$ cat src/rtl/core/cvm_ram.sv
// Generic simple dual-port synchronous RAM (one write port, one read port) with registered read.
// No dependencies.
module cvm_ram #(
  parameter int WIDTH = 16,
  parameter int DEPTH = 256
) (
  input  logic                     clk,
  input  logic                     we,
  input  logic [$clog2(DEPTH)-1:0] waddr,
  input  logic [WIDTH-1:0]         wdata,
  input  logic [$clog2(DEPTH)-1:0] raddr,
  output logic [WIDTH-1:0]         rdata
);
  logic [WIDTH-1:0] mem [DEPTH];

  always_ff @(posedge clk) begin
    if (we) begin
      mem[waddr] <= wdata;
    end
    rdata <= mem[raddr];
  end
endmodule

$ cat config.mk
export PLATFORM = sky130hd
export DESIGN_NAME = cvm_ram
export DESIGN_NICKNAME = d
export VERILOG_FILES = /design/src/rtl/core/cvm_ram.sv
export SDC_FILE = /design/constraint.sdc
export NUM_CORES = 2
export LEC_CHECK = 0
export BUFFER_PORTS_ARGS = -buffer_cell sky130_fd_sc_hd__buf_2
export CORE_UTILIZATION = 57
export DETAILED_ROUTE_END_ITERATION = 8
export PLACE_DENSITY = 0.77
export SYNTH_ARGS = -nofsm -noshare
export SYNTH_HDL_FRONTEND = slang
export SYNTH_SLANG_ARGS = --single-unit
export TNS_END_PERCENT = 100
$ cat constraint.sdc
create_clock -name clk -period 2.2 [get_ports clk]
set_input_delay 0.11 -clock clk [delete_from_list [all_inputs] [get_ports clk]]
set_output_delay 0.11 -clock clk [all_outputs]
set_load 0.005 [all_outputs]
==> flow_metrics.env <==
export IMPL_status="finished, violations left"
export IMPL_violations="design-rule violations, negative setup slack"
export IMPL_rr_startpoint="mem[24][6]$_DFFE_PP_"
export IMPL_drcViolationCount=3
export IMPL_die_y_um=530
export IMPL_min_from="waddr[2]"
export IMPL_skew_ns=0.0475
export IMPL_final_common_cell="edfxtp_1"
export IMPL_start_kind="flip-flop"
export IMPL_dieArea_sq_um=281000
export IMPL_worstSetupPathType="reg2reg"
export IMPL_worst_ep_required_time_ns=2.98
export IMPL_maxCapViolCount=0
export IMPL_finalHoldViolations=0
export IMPL_fmax_mhz=395
export IMPL_htreeDepth=5
export IMPL_layout_common_cells="edfxtp_1, mux4_2, buf_4"
export IMPL_die_x_um=530
export IMPL_start_util_pct=57.4
export IMPL_syn_inst=7360
export IMPL_ys_seq_area_share_pct=77.7
export IMPL_vias=85076
export IMPL_numPortBuffers=49
export IMPL_drt_pass1_iterations=8
export IMPL_synth_seq_cells=4112
export IMPL_synth_top_area_cell="edfxtp_1"
export IMPL_io_pins=50
export IMPL_yosys_warnings=0
export IMPL_powerDensity_nw_per_um2=880
export IMPL_worst_path_max_fanout=1
export IMPL_finalSetupViolCount=16
export IMPL_drive_gt1_share_pct=30.7
export IMPL_cp_arrival_ns=3.31
export IMPL_wl_per_cell_um=35.3
export IMPL_synth_ff_type="edfxtp_1"
export IMPL_holdCritPathClass="in2reg"
export IMPL_globalplace_congestion=0.935
export IMPL_place_ws_ns=-1.24
export IMPL_synth_area_top_cells="edfxtp_1, mux4_2, mux2i_1, o221ai_1, nor2_1"
export IMPL_synth_top_area_share_pct=77.5
export IMPL_critical_path_endpoint_type="flip-flop"
export IMPL_crit_start="mem[24][6]$_DFFE_PP_"
export IMPL_grt_pass1_wl_um=625000
export IMPL_track_usage_pct=31.5
export IMPL_fin_nets=8471
export IMPL_slew_headroom_pct=37.9
export IMPL_ys_async_sr_fraction_pct=0
export IMPL_clockBufferDepth=4
export IMPL_first_global_vias=85436
export IMPL_synth_fp_nets=7394
export IMPL_cts_sinks=4112
export IMPL_ir_drop_uv=786
export IMPL_rsz0062_at_grt="true"
export IMPL_max_slew_worst_pin_slew_ns=0.932
export IMPL_avgSynthCellArea_sq_um=21.6
export IMPL_final_max_slew_viol_count=0
export IMPL_routed_via_density=6.82
export IMPL_p_leak_nw=60.8
export IMPL_clkLatencyLatePin_ns=0.94
export IMPL_yosys_cell_types_count=52
export IMPL_period_needed_ns=2.53
export IMPL_cts_tree="yes"
export IMPL_synth_area_sq_um=159000
export IMPL_hpwl_um=263000
export IMPL_core_area_sq_um=277000
export IMPL_wl_um=440000
export IMPL_postRouteAntennaNets=0
export IMPL_cts_setup_buffers=0
export IMPL_n_fill_cell=16228
export IMPL_tns_ns=-3.53
export IMPL_fin_ws_ns=-0.335
export IMPL_clock_root_buffer="clkbuf_16"
export IMPL_area_growth_pct=17.8
export IMPL_clkTransAtPathRegs_ns=0.07
export IMPL_grt_start_max_net_pins=106
export IMPL_finalCritPeriodShare_pct=115
export IMPL_antenna_found_initial=14
export IMPL_overflow=0
export IMPL_fp_row_count=193
export IMPL_drtIter0Drc=12510
export IMPL_synth_edf_count=4096
export IMPL_numCtsBuffers=394
[per-layer routing]
| metal | track usage [%] | vias up | wire length (um) |
|---|---|---|---|
| li1 | - | 33484 | - |
| met1 | 41.2 | 43801 | 149000 |
| met2 | 49.9 | 6540 | 210000 |
| met3 | 7.37 | 1245 | 54100 |
| met4 | 16.0 | 6 | 26300 |
| met5 | 0 | - | 36 |
[cell type report]
cell class | count | area [sq um] | share of cell area (%)
Sequential cell | 4112 | 123000 | 66.0
Multi-Input combinational cell | 2792 | 33600 | 18.0
Timing Repair Buffer | 1133 | 12400 | 6.66
Clock buffer | 491 | 10500 | 5.61
Tap cell | 3705 | 4640 | 2.48
Clock inverter | 222 | 2400 | 1.28
Antenna cell | 15 | 37.5 | 0.0201
Inverter | 4 | 27.5 | 0.0147
[per-stage QoR]
stage          instance area (sq um)  instances  hold slack [ns]  util, %  power [W]
6_report                      187000      12474           0.0773     67.5      0.165
2_1_floorplan                 159000       7360            0.209        -     0.0923
3_5_place_dp                  173000      11734            0.405     62.5     0.0971
4_1_cts                       187000      12462           0.0106     67.5      0.164
3_3_place_gp                  173000      11734            0.404     62.5     0.0969
5_1_grt                       187000      12464           0.0700     67.5      0.168
[state kept, by name (all words and copies together), names as in the netlist]
signal  flops
mem      4096
rdata      16
[cell usage after synthesis (all sizes together) (18+ instances only)]
library cell	instances
a211oi	18
a21oi	175
a221oi	28
a22o	32
a22oi	43
buf	222
clkbuf	230
edfxtp	4096
mux2	88
mux2i	565
mux4	797
nand2	38
nand3	35
nand4	26
nor2	304
nor3	92
nor4	18
o21ai	38
o221ai	253
o22ai	148
o32ai	21
[logic make-up (layout without fill, tap and decap cells)]
kind of cell,count (synthesis),in the layout,synth area share (%)
DFF,4112,4112,77.7
muxes,1450,1450,15.5
AOI/OAI and AO/OA,786,786,3.54
and+or+nand+nor,556,556,1.57
buffers and inverters,456,1850,1.69
other,0,15,0
[where the power goes]
part / total [W] / internal [W] / switching (W)
combinational: 0.00957 / 0.00371 / 0.00586
clock: 0.0685 / 0.0394 / 0.0290
sequential: 0.0865 / 0.0863 / 0.000188
[worst max-delay path, stage by stage, from the launching register on]
cell      delay [ns]
edfxtp_1        0.42
mux4_2          0.57
mux4_2          0.56
a22o_4          0.31
o32ai_4         0.27
buf_6           0.19
nor4_2          0.05
[worst paths after layout]
kind	slack, ns	to	cells after the start
min reg2reg	1.12	rdata[6]$_DFF_P_	6
min	0.08	mem[158][9]$_DFFE_PP_	4
max	-0.33	rdata[6]$_DFF_P_	6
max reg2reg	-0.33	rdata[6]$_DFF_P_	6
[what timing repair did]
| item | in CTS | in global routing |
|---|---|---|
| pin swaps | 24 | 22 |
| endpoints found under the hold margin | 3320 | 0 |
| resized for setup | 116 | 45 |
| setup endpoints to repair | 16 | 16 |
| hold buffers | 17 | 0 |
No activity file was read; power rests on OpenSTA's default activity.
