**config.mk**
```make
export PLATFORM = sky130hd
export DESIGN_NAME = cvm_div
export DESIGN_NICKNAME = d
export VERILOG_FILES = /design/src/rtl/core/cvm_pkg.sv /design/src/rtl/core/cvm_div.sv
export SDC_FILE = /design/constraint.sdc
export NUM_CORES = 1
export LEC_CHECK = 0
export BUFFER_PORTS_ARGS = -buffer_cell sky130_fd_sc_hd__buf_2
export CORE_MARGIN = 2
export CORE_UTILIZATION = 57
export DETAILED_ROUTE_END_ITERATION = 12
export PLACE_DENSITY = 0.85
export REMOVE_ABC_BUFFERS = 1
export SLEW_MARGIN = 25
export SYNTH_ARGS = -nofsm -noshare
export SYNTH_HDL_FRONTEND = slang
export SYNTH_SLANG_ARGS = --single-unit
```
**constraint.sdc**
```tcl
create_clock -name clk -period 7.9 [get_ports clk]
set_clock_uncertainty 0.15 [all_clocks]
set_input_delay 0.395 -clock clk [delete_from_list [all_inputs] [get_ports clk]]
set_output_delay 0.395 -clock clk [all_outputs]
set_load 0.1 [all_outputs]
```
**src/rtl/core/cvm_pkg.sv**
```systemverilog
// Package for the click voice mixer: widths, opcodes, beat codes, reset values.
// No dependencies.
package cvm_pkg;
  localparam int VOICES_DEF      = 8;
  localparam int STORE_DEPTH_DEF = 65536;
  localparam int SAMPLE_BITS_DEF = 16;
  localparam int LEN_W  = 17;
  localparam int FADE_W = 10;
  localparam int MIX_W  = 19;
  localparam logic [FADE_W-1:0] FADE_RESET = 10'd500;

  localparam logic [1:0] OP_SAMPLE = 2'd0;
  localparam logic [1:0] OP_LOAD_A = 2'd1;
  localparam logic [1:0] OP_LOAD_N = 2'd2;
  localparam logic [1:0] OP_NOP    = 2'd3;

  localparam logic [1:0] BEAT_NONE   = 2'd0;
  localparam logic [1:0] BEAT_ACCENT = 2'd1;
  localparam logic [1:0] BEAT_NORMAL = 2'd2;
  localparam logic [1:0] BEAT_NOP    = 2'd3;

  localparam logic [1:0] REG_ACCENT_LEN = 2'd0;
  localparam logic [1:0] REG_NORMAL_LEN = 2'd1;
  localparam logic [1:0] REG_FADE_MAX   = 2'd2;
endpackage

```
**src/rtl/core/cvm_div.sv**
```systemverilog
// Restoring divider: unsigned magnitude of a scaled sample by the fade total.
// Depends on cvm_pkg.
module cvm_div import cvm_pkg::*; #(
  parameter int NUM_W = 26
) (
  input  logic              clk,
  input  logic              rst,
  input  logic              start,
  input  logic [NUM_W-1:0]  num,
  input  logic [FADE_W-1:0] den,
  output logic              done,
  output logic [NUM_W-1:0]  quo
);
  localparam int CNT_W = $clog2(NUM_W + 1);
  logic [NUM_W-1:0]  q;
  logic [FADE_W:0]   r;
  logic [FADE_W:0]   r_shift;
  logic [CNT_W-1:0]  cnt;
  logic              busy;

  assign r_shift = {r[FADE_W-1:0], q[NUM_W-1]};
  assign quo = q;

  always_ff @(posedge clk) begin
    if (rst) begin
      busy <= 1'b0;
      done <= 1'b0;
    end else begin
      done <= 1'b0;
      if (start) begin
        busy <= 1'b1;
        q    <= num;
        r    <= '0;
        cnt  <= CNT_W'(NUM_W);
      end else if (busy) begin
        // one quotient bit a cycle
        if (r_shift >= {1'b0, den}) begin
          r <= r_shift - {1'b0, den};
          q <= {q[NUM_W-2:0], 1'b1};
        end else begin
          r <= r_shift;
          q <= {q[NUM_W-2:0], 1'b0};
        end
        cnt <= cnt - 1'b1;
        if (cnt == CNT_W'(1)) begin
          busy <= 1'b0;
          done <= 1'b1;
        end
      end
    end
  end
endmodule

```
==> metrics.csv, run 1 <==
metric,value,unit
synth_edf_count,41,
synth_area,2490,sq um
clkSlewWorstSetupHoldPaths,0.09,ns
synth-seq-cells,43,
grt_max_degree,39,
dp_hpwl,3.48,mm
clock_sinks,43,
first_pass_iters,4,
rr_startpoint,quo[25],
setup_viol,0,
die_h,70.1,microns
synthAdderAreaFrac,6.83,%
die_w,70.1,microns
layout_commonest_cell,buf_2,
stdcell_area,2980,sq um
cts_buffers,5,
dpl_cell_area,2890,sq um
synth-xor-area-share,1.76,%
syn_inst,201,
avgViaCountPerCell,5.75,
drv_slew,0,
worstSetupEndpointType,register,
grt_pass1_vias,1713,
grt_first_pass_wirelength,8.00,mm
syn_avg_cell_area,12.4,sq um
insertion_delay,0.30,ns
cp_data_arrival_time,2.53,ns
peakVddDrop,123,uV
cts_buffer_depth,2,
cts_resized,0,
synthSimpleGateAreaFrac,8.64,%
start_util,58.0,%
antenna_cells,0,
grt_use_met2,34.0,%
p_leak,1.24,nW
post-cts-setup-buffers,0,
top_usage_layer,met2,
yosys_most_used_dff,edfxtp_1,
yosys_warnings,0,
required,7.90,ns
coreArea,4290,sq um
status,completed,
use_met1,27.7,%
drive_gt1_share,40.9,%
std_cell_rows,24,
portBuffers,65,
seq_area_frac_synth,51.1,%
antenna_found_initial,0,
nets,320,
stdcell_count,321,
power_density,207,nW/um^2
synth_compound_area_share,14.2,%
grt_use_met3,6.06,%
ctsHoldBuffers,0,
period_minus_slack,2.53,ns
worst_slew_pin_slew,0.806,ns
dp_cells,313,
cts-root-buf,clkbuf_8,
rsz0062_at_grt,no,
drc,0,
hold_class,in -> reg,
routed_wl,4.95,mm
synthDistinctLibCells,49,
crit_path_start,quo[25],
critPathKind,reg -> reg,
path_max_fanout,4,
mostFrequentLayoutCells,"65 x buf_2, 41 x edfxtp_1, 25 x mux2_2",
grt_use_total,20.8,%
fin_util,69.3,%
max_slew_margin,46.2,%
gp_congestion,0.843,
start_kind,register,
timing.final.crit_share,32.0,%
dieArea,4910,sq um
cts_tree,built,
gr-total-overflow,0,
htreeDepth,2,
ios,66,
async_flop_share,0,%
hp-start,rst,
ant_nets,0,
synth_top_family_by_area,compound AO/OA/AOI/OAI gates,
wire_per_inst,15.4,microns
syn_to_final_growth,19.5,%
vias,1845,
fmax,396,MHz
hold_viol,0,
dr.first_iter.drc_count,117,
fin_tns_setup,0,ns
muxShareOfSynthArea,14.1,%
maxCapViolCount,0,
-- sequential cells by signal (all words and copies together), names as in the netlist --
| signal | count |
|---|---|
| busy | 1 |
| cnt | 5 |
| done | 1 |
| r | 10 |
| quo | 26 |
-- critical path, cell delays in order (launching register included) --
cell and delay, ns:
edfxtp_1 0.42, inv_1 0.07, ha_1 0.16, inv_1 0.06
fa_1 0.42, a211oi_1 0.28, nor2_1 0.12, or4_1 0.40
a41o_1 0.19, mux2i_1 0.11
-- path summary, 6_finish.rpt --
check | to | slack (ns) | cells after the start
worst max-delay path | r[6] | 5.37 | 9
worst min-delay path | done | 0.15 | 2
worst max register to register | r[6] | 5.37 | 9
worst min register to register | done | 0.33 | 1
-- metrics by stage --
stage | worst slack (ns) | total power [W] | hold slack, ns
6_report | 5.37 | 0.000617 | 0.150
4_1_cts | 5.37 | 0.000619 | 0.150
3_3_place_gp | 5.25 | 0.000477 | 0.315
5_1_grt | 5.23 | 0.000645 | 0.161
3_5_place_dp | 5.27 | 0.000481 | 0.318
2_1_floorplan | 4.98 | 0.000439 | 0.304
-- power by group --
| part | switching, W | internal, W | leakage, nW |
|---|---|---|---|
| sequential | 0.00000892 | 0.000272 | 0.407 |
| combinational | 0.000132 | 0.0000643 | 0.794 |
| clock | 0.0000777 | 0.0000619 | 0.0412 |
| total | 0.000219 | 0.000398 | 1.24 |
-- cells in the mapped netlist, types with 2 or more instances --
| cell | n | area share, % |
|---|---|---|
| edfxtp_1 | 41 | 49 |
| mux2_2 | 25 | 11 |
| inv_1 | 16 | 2.4 |
| ha_1 | 12 | 6.0 |
| nand2_1 | 11 | 1.7 |
| a211oi_1 | 10 | 3.0 |
| nor2_1 | 10 | 1.5 |
| o21ai_0 | 7 | 1.4 |
| a21oi_1 | 6 | 1.2 |
| nor3_1 | 5 | 1.0 |
| mux2i_1 | 4 | 1.6 |
| nand3_1 | 4 | 0.80 |
| clkbuf_1 | 3 | 0.45 |
| xnor2_1 | 3 | 1.1 |
| a21oi_4 | 2 | 1.3 |
| and3_1 | 2 | 0.50 |
| buf_1 | 2 | 0.30 |
| dfxtp_1 | 2 | 1.6 |
| mux2_4 | 2 | 1.2 |
| nand2b_1 | 2 | 0.50 |
| nor2b_1 | 2 | 0.50 |
| o21a_1 | 2 | 0.60 |
| xor2_1 | 2 | 0.70 |
-- layer usage --
layer / share of wire [%] / up-vias / routed length (microns)
met1: 43 / 887 / 2140
li1: - / 898 / -
met2: 50 / 56 / 2500
met4: 0.67 / 0 / 33
met5: 0 / - / 0
met3: 5.6 / 4 / 275
-- area by class of cell --
type,count,area (sq um)
repair buffers,66,353
inverters,16,60.1
multi-input cells,136,1140
fillers,323,1320
well taps,52,65.1
flip-flops and latches,43,1270
clock inverters,2,12.5
clock buffers,6,72.6
-- logic make-up after synthesis --
group                    after synthesis
AO/OA/AOI/OAI                         44
XOR/XNOR                               5
adder cells (fa/ha/maj)               13
buffers and inverters                 22
flip-flops                            43
multiplexers                          31
AND/OR/NAND/NOR                       43
Note: power is estimated with default switching activity, not from simulation.
==> inputs of run 2 (changes only) <==
--- a/config.mk
+++ b/config.mk
@@ -7,9 +7,9 @@
 export LEC_CHECK = 0
 export BUFFER_PORTS_ARGS = -buffer_cell sky130_fd_sc_hd__buf_2
 export CORE_MARGIN = 2
-export CORE_UTILIZATION = 57
+export CORE_UTILIZATION = 53
 export DETAILED_ROUTE_END_ITERATION = 12
-export PLACE_DENSITY = 0.85
+export PLACE_DENSITY = 0.8
 export REMOVE_ABC_BUFFERS = 1
 export SLEW_MARGIN = 25
 export SYNTH_ARGS = -nofsm -noshare
==> constraint.sdc (replaced) <==
create_clock -name clk -period 2.6 [get_ports clk]
set_clock_uncertainty 0.15 [all_clocks]
set_input_delay 0.13 -clock clk [delete_from_list [all_inputs] [get_ports clk]]
set_output_delay 0.13 -clock clk [all_outputs]
set_load 0.1 [all_outputs]
==> run 2 against run 1 <==
Compared with the run above: critical path depth fell by 2; register-to-register slack worse by 5.2 ns; first-iteration DRC count up 35%; cell count grew 9.3%; global-route usage increased by 3.3 points; critical endpoint is now r[5]; largest cell class unchanged; largest power group unchanged; highest routed layer unchanged.
==> metrics.csv, run 2 (same netlist as run 1, synthesis figures left out) <==
metric,value,unit
status,completed,
hold_end,quo[13],
stdcell_area,3260,sq um
fmax,406,MHz
gr-total-overflow,0,
nets,350,
portBuffers,65,
hold_viol,0,
antenna_cells,0,
rrSetupSlack,0.14,ns
rsz0062_at_grt,no,
reg2reg_to,r[5],
maxCapViolCount,0,
dp_hpwl,3.87,mm
required,2.60,ns
htreeDepth,2,
power_density,591,nW/um^2
timing.final.ws_setup,0.135,ns
drv_slew,0,
mostFrequentLayoutCells,"65 x buf_2, 41 x edfxtp_1, 25 x mux2_2",
cts-root-buf,clkbuf_8,
std_cell_rows,24,
fillers,310,
grt_use_total,24.1,%
grt_pass1_vias,2035,
vias,1943,
drive_gt1_share,39.1,%
dieArea,5260,sq um
holdPathStages,2,
gp_congestion,0.865,
worst-r2r-cell-count,7,
coreArea,4440,sq um
path_max_fanout,7,
peakVddDrop,500,uV
syn_to_final_growth,30.8,%
hold_class,in -> reg,
ant_nets,0,
max_slew_margin,64.0,%
routed_wl,5.83,mm
clock_sinks,43,
ios,66,
die_h,72.5,microns
grt_first_pass_wirelength,9.56,mm
start_kind,register,
avgViaCountPerCell,5.54,
layout_commonest_cell,buf_2,
worstSetupEndpointType,register,
pre_cts_slack,0.153,ns
timing.final.crit_share,94.8,%
period_minus_slack,2.46,ns
cts_tree,built,
first_pass_iters,4,
cp_data_arrival_time,2.46,ns
start_util,56.0,%
hp-start,num[13],
critPathKind,reg -> reg,
worst_slew_pin_slew,0.539,ns
cts_buffers,5,
drc,0,
antenna_found_initial,0,
clkSlewWorstSetupHoldPaths,0.09,ns
holdWs,0.000199,ns
die_w,72.5,microns
grt_max_degree,27,
power,0.00193,W
rr_startpoint,r[5],
dpl_cell_area,2930,sq um
post-cts-setup-buffers,0,
p_leak,1.37,nW
cts_buffer_depth,2,
dr.first_iter.drc_count,158,
setup_viol,0,
largest_register_ffs,26,
insertion_delay,0.31,ns
wire_per_inst,16.6,microns
==> run 2: cell count changes in the layout (fill, tap and decap cells not counted), sizes merged <==
cell         change
buf              +6
dlygate4sd3     +24
==> run 2: per-stage QoR <==
stage | cells | util [%] | TNS (ns)
after global placement | 319 | 65.9 | 0
after global routing | 351 | 73.3 | 0
after detailed placement | 319 | 65.9 | 0
after CTS | 349 | 72.8 | 0
final | 351 | 73.3 | 0
after floorplan | 195 | - | -5.41
==> run 2: what timing repair did <==
action                                  CTS  global route
endpoints found under the hold margin    22             2
resized for setup                         0             1
endpoints found under the setup margin    0             1
hold buffers                             22             2
==> run 2: worst max path at each step <==
stage | start | to | slack, ns | cells past startpoint
finish | r[5] | r[5] | 0.14 | 7
global route | r[5] | r[5] | 0.04 | 7
CTS | r[5] | r[5] | 0.13 | 7
detailed placement | r[5] | quo[0] | 0.15 | 6
global placement | r[7] | quo[0] | 0.21 | 6
floorplan | quo[25] | r[4] | -0.32 | 7
==> run 2: report_power, final <==
| group | switching, W | total (W) | internal, W |
|---|---|---|---|
| combinational | 0.000416 | 0.000644 | 0.000228 |
| clock | 0.000239 | 0.000426 | 0.000188 |
| sequential | 0.0000292 | 0.000856 | 0.000827 |
==> run 2: layer usage <==
| metal | up-vias | share of wire (%) | track usage (%) |
|---|---|---|---|
| met3 | 10 | 3.3 | 5.83 |
| met1 | 929 | 43 | 29.6 |
| met2 | 48 | 52 | 41.2 |
| met4 | 0 | 1.8 | 9.05 |
| met5 | - | 0 | 0 |
| li1 | 956 | - | - |
==> run 2: critical path, stage by stage (launching register included) <==
cell and delay, ns:
edfxtp_1 0.41, ha_1 0.39, a21oi_2 0.20, o211ai_2 0.11
a311o_4 0.47, a21oi_4 0.16, buf_4 0.18, mux2i_1 0.23
==> run 2: layout make-up <==
class | count | area [sq um] | share of cell area [%]
flip-flops and latches | 43 | 1270 | 39.0
multi-input cells | 136 | 1140 | 35.2
repair buffers | 96 | 631 | 19.4
clock buffers | 6 | 72.6 | 2.23
well taps | 52 | 65.1 | 2.00
inverters | 16 | 60.1 | 1.84
clock inverters | 2 | 12.5 | 0.384
==> inputs of run 3 (changes only) <==
==> constraint.sdc (replaced) <==
create_clock -name clk -period 2.5 [get_ports clk]
set_clock_uncertainty 0.15 [all_clocks]
set_input_delay 0.125 -clock clk [delete_from_list [all_inputs] [get_ports clk]]
set_output_delay 0.125 -clock clk [all_outputs]
set_load 0.1 [all_outputs]
==> run 3 against run 2 <==
Compared with the run above: hold slack better by 0.0076 ns; via count is 2.3% higher; combinational power is 5.7% higher.
==> metrics.csv, run 3 (same netlist as run 1, synthesis figures left out) <==
metric,value,unit
rsz0062_at_grt,yes,
cts_buffer_depth,2,
ant_nets,0,
start_kind,register,
htreeDepth,2,
wire_per_inst,15.7,microns
die_h,72.5,microns
antenna_cells,0,
p_leak,1.39,nW
hold_viol,0,
dieArea,5260,sq um
crit_top_cell,inv_1,
power_frac_comb,34.2,%
insertion_delay,0.29,ns
path_max_fanout,4,
slowest_stage,edfxtp_1,
antenna_found_initial,0,
drive_gt1_share,39.6,%
stdcell_count,355,
power_switching,0.000696,W
status,completed,
grt_max_degree,27,
first_pass_iters,4,
portBuffers,65,
grt_first_pass_wirelength,8.86,mm
fmax,412,MHz
cts_tree,built,
p_clk_share,21.4,%
clkSlewWorstSetupHoldPaths,0.08,ns
dp_hpwl,3.74,mm
max_slew_margin,63.4,%
drv_slew,0,
gp_congestion,0.865,
p_sw_share,34.9,%
ios,66,
cts_buffers,5,
avgViaCountPerCell,5.60,
worst_slew_pin_slew,0.547,ns
routed_wl,5.57,mm
grt_pass1_vias,1963,
p_seq_share,44.5,%
cp_data_arrival_time,2.42,ns
top_usage_layer,met2,
timing.final.crit_share,97.1,%
drc,0,
power_density,605,nW/um^2
syn_to_final_growth,32.5,%
peakVddDrop,535,uV
clock_sinks,43,
grt_use_total,21.9,%
dp_cells,320,
std_cell_rows,24,
use_met1,28.3,%
gr-total-overflow,0,
path_cells,inv_1 > ha_1 > inv_1 > fa_1 > a211oi_2 > nor2_2 > or4_1 > a41o_1 > mux2i_1,
slowest_delay,0.42,ns
die_w,72.5,microns
setup_viol,0,
dr.first_iter.drc_count,159,
nets,354,
worstSetupEndpointType,register,
grt_use_met3,4.72,%
required,2.50,ns
p_int,0.00130,W
cts-root-buf,clkbuf_8,
coreArea,4440,sq um
vias,1987,
mostFrequentLayoutCells,"65 x buf_2, 41 x edfxtp_1, 26 x dlygate4sd3_1",
hold_class,in -> reg,
grt_use_met2,35.9,%
start_util,56.0,%
critPathKind,reg -> reg,
maxCapViolCount,0,
period_minus_slack,2.43,ns
layout_commonest_cell,buf_2,
fin_util,74.2,%
largest_register_ffs,26,
run 3: through the flow:
stage	cell area, sq um	setup WS (ns)	TNS (ns)	hold slack (ns)	power (W)
floorplan	2470	-0.425	-10.71	0.0511	0.00139
global placement	2940	0.124	0	0.200	0.00153
detailed placement	2940	0.0575	0	0.201	0.00154
CTS	3280	0.0463	0	0.00252	0.00199
global route	3300	-0.0261	-0.0393	0.00534	0.00209
finish	3300	0.0713	0	0.00779	0.00200
run 3: per-layer routing:
layer	part of all wire, %	up-vias	routed length (microns)
met2	50	67	2760
met5	0	-	0
met4	2.0	0	114
met1	43	937	2370
met3	5.8	11	321
li1	-	972	-
run 3: worst max-delay path, delay by kind of cell (launching register included):
kind,cells,cell delay [ns]
buffers and inverters,2,0.13
and+or+nand+nor,2,0.50
AOI/OAI and AO/OA,2,0.43
muxes,1,0.11
DFF,1,0.42
adders and majority gates,2,0.56
run 3: timing repair:
action	4_1_cts	5_1_grt
endpoints found under the hold margin	26	0
gates resized for setup	0	3
setup endpoints to repair	0	8
hold buffers	26	0
buffers inserted	0	1
run 3: path summary, 6_finish.rpt:
path	from	end	slack, ns	cells after the start
hold / removal	num[23]	quo[23]	0.008	2
setup / recovery	quo[25]	r[6]	0.07	9
hold reg to reg	busy	done	0.32	1
setup reg to reg	quo[25]	r[6]	0.07	9
run 3: power by group through the flow:
stage                     sequential, W  combinational (W)  clock (W)
final                          0.000888           0.000681   0.000426
after global routing           0.000894           0.000727   0.000471
after CTS                      0.000887           0.000668   0.000439
after detailed placement       0.000902           0.000635          0
after global placement         0.000902           0.000630          0
after floorplan                 0.00110           0.000289          0
run 3: area by class of cell:
class | instances | area [sq um]
clock inverter | 2 | 12.5
clock buffer | 6 | 72.6
inverter | 16 | 60.1
timing repair buffer | 100 | 666
tap | 52 | 65.1
sequential | 43 | 1270
multi-input combinational | 136 | 1150
fill | 309 | 1140
